File: src/hw/rtl/cftsf_adv.sv
module cftsf_adv #(
    parameter int unsigned DEPTH = 1024
) (
    input  logic [$clog2(DEPTH)-1:0] i_idx,
    output logic [$clog2(DEPTH)-1:0] o_next
);

    localparam int unsigned AW = $clog2(DEPTH);
    localparam logic [AW-1:0] LAST = AW'(DEPTH - 1);

    // wraps at the depth, so non power of two depths work too
    assign o_next = (i_idx == LAST) ? '0 : i_idx + AW'(1);

endmodule

File: config.mk
export PLATFORM = sky130hd
export DESIGN_NAME = cftsf_adv
export DESIGN_NICKNAME = d
export VERILOG_FILES = /design/src/hw/rtl/cftsf_adv.sv
export SDC_FILE = /design/constraint.sdc
export NUM_CORES = 1
export LEC_CHECK = 0
export BUFFER_PORTS_ARGS = -buffer_cell sky130_fd_sc_hd__buf_2
export CORE_AREA = 2 2 39 41
export DETAILED_ROUTE_END_ITERATION = 10
export DIE_AREA = 0 0 41 43
export GPL_TIMING_DRIVEN = 0
export MAX_ROUTING_LAYER = met4
export PLACE_DENSITY_LB_ADDON = 0.2
export SYNTH_ARGS = -nofsm -noshare
export SYNTH_HDL_FRONTEND = slang
export SYNTH_SLANG_ARGS = --single-unit
File: constraint.sdc
create_clock -name vclk -period 2.68
set_clock_uncertainty 0.15 [all_clocks]
set_input_delay 0 -clock vclk [all_inputs]
set_output_delay 0 -clock vclk [all_outputs]
set_load 0.02 [all_outputs]
==> run_results.csv <==
group,metric,value,unit
route,finalWirelength,616,um
min_path,hp-class,"primary input to output port",
clocking,hold_buffers,0,
clocking,cts_resized,0,
timing,slew_headroom,68.65,%
route,drtAntennaViolNets,0,
floorplanning,rows,14,
timing,worst_pin_slew,0.4667,ns
route,route.vias.total,306,
finish,final_common_cell,"buf_2",
grt,global_route.usage.total,7.165,%
finish,final.clkbuf_count,0,
timing,setup-tns-final,0,ns
yosys,syn_inst,32,
worst_setup_path,slowest_delay,0.43,ns
route,wire_per_inst,9.059,um
grt,grt_start_max_net_pins,7,
floorplanning,core_area,1384,um2
finish,finalInstanceArea,329.1,um2
worst_setup_path,crit_top_cell,"buf_2",
timing,layout_min_cycle_time,1.326,ns
route,drt-initial-drc-count,3,
yosys,ys_seq_area_share,0,%
floorplanning,die_area,1763,um2
yosys,avgSynthCellArea,6.530,um2
worst_setup_path,startpoint_type,"primary input",
timing,setup_violations,0,
yosys,ys_types,19,
finish,seqCellArea,0,um2
placed_design,place_inst,68,
finish,drive_gt1_share,44.23,%
yosys,syn_nets,43,
grt,grt_pass1_wl,952,um
grt,antenna_found_initial,0,
run_status,status,"completed",
route,viasPerCell,4.500,
timing,max_freq,754.4,MHz
finish,area_growth,57.49,%
power,ir_drop,0.03752,mV
floorplanning,die_w,41,um
worst_setup_path,required,2.53,ns
timing,final_hold_viol_count,0,
finish,mostFrequentLayoutCells,"buf_2 (20), nand3_1 (6), xnor2_1 (3), nand2_1 (3)",
run,cap_violations,0,
finish,num-nets-final,65,
worst_setup_path,worstPathCellList,"buf_2 > ha_1 > inv_1 > nor3_1 > nor2b_1 > buf_2",
timing,finalCritPeriodShare,49.46,%
worst_setup_path,path_max_fanout,5,
worst_setup_path,path_class,"primary input to output port",
yosys,synthesis.area,209.0,um2
timing,drv_slew,0,
floorplanning,die_h,43,um
placed_design,routabilityCongestion,0.6455,
grt,overflow,0,
worst_setup_path,critical_path_arrival,1.18,ns
worst_setup_path,crit_slowest_cell,"nor3_1",
route,drc,0,
finish,fill_cells,169,
worst_setup_path,crit_path_end_kind,"output port",
timing,rsz0062_at_grt,"false",
power,p_leak,0.1479,nW
clocking,post_cts_buffers,0,
finish,seq_cells,0,
route,firstDrtPassIters,2,
placed_design,portBuffers,20,
power,pwr_density_cell,172.8,nW/um2
placed_design,place_hpwl,536.3,um
finish,finalNonFillerCells,68,
placed_design,placed_cell_area,329.1,um2
floorplanning,boundaryPins,20,
yosys,ys_warn_count,0,
floorplanning,initial_utilization,15.10,%
grt,grt_pass1_vias,232,
finish,antenna_cells,0,
cell usage after synthesis (2+ instances only):
library cell,instances,area [um2]
nor2_1,2,7.510
nand2_1,3,11.26
nand3_1,6,30.03
xnor2_1,3,26.28
xor2_1,2,17.52
nand4_1,2,12.51
or3_1,2,12.51
path summary, 6_finish.rpt:
kind	from	to	slack [ns]	depth (start not counted)
max	i_idx[0]	o_next[1]	1.35	6
min	i_idx[0]	o_next[0]	0.17	3
layer usage:
metal / routed length (um) / track usage (%) / up-vias
met1: 276 / 9.810 / 132
met2: 293 / 12.19 / 8
met5: 0 / - / -
li1: - / - / 166
met4: 0 / 0 / 0
met3: 45 / 0 / 0
area by class of cell:
type                            count  area (um2)  share of cell area (%)
Multi-Input combinational cell     31       205.2                   62.36
Tap cell                           16       20.02                   6.084
Timing Repair Buffer               20       100.1                   30.42
Inverter                            1       3.754                   1.141
power by group:
part | internal [mW] | switching [mW] | total (mW)
sequential | 0 | 0 | 0
clock | 0 | 0 | 0
combinational | 0.0215 | 0.0353 | 0.0568
metrics by stage:
stage | util [%] | worst slack [ns] | hold WS [ns] | total power [mW]
finish | 23.78 | 1.355 | 0.1658 | 0.05685
global route | 23.78 | 1.222 | 0.1912 | 0.06240
CTS | 23.78 | 1.330 | 0.1700 | 0.05774
detailed placement | 23.78 | 1.334 | 0.1684 | 0.05739
global placement | 23.78 | 1.315 | 0.1688 | 0.05751
floorplan | - | 1.678 | -0.07021 | 0.03089
logic make-up after synthesis:
kind of cell,after synthesis,synth area share (%)
buffers and inverters,1,1.795
AO/OA/AOI/OAI,5,16.76
XOR/XNOR,5,20.96
adder cells (fa/ha/maj),1,5.987
AND/OR/NAND/NOR,20,54.49
critical path: cells and delay by family:
family                     cells  cell delay (ns)
adders and majority gates      1             0.26
buffers and inverters          3             0.39
and+or+nand+nor                2             0.52
Note: power is estimated with default switching activity, not from simulation.
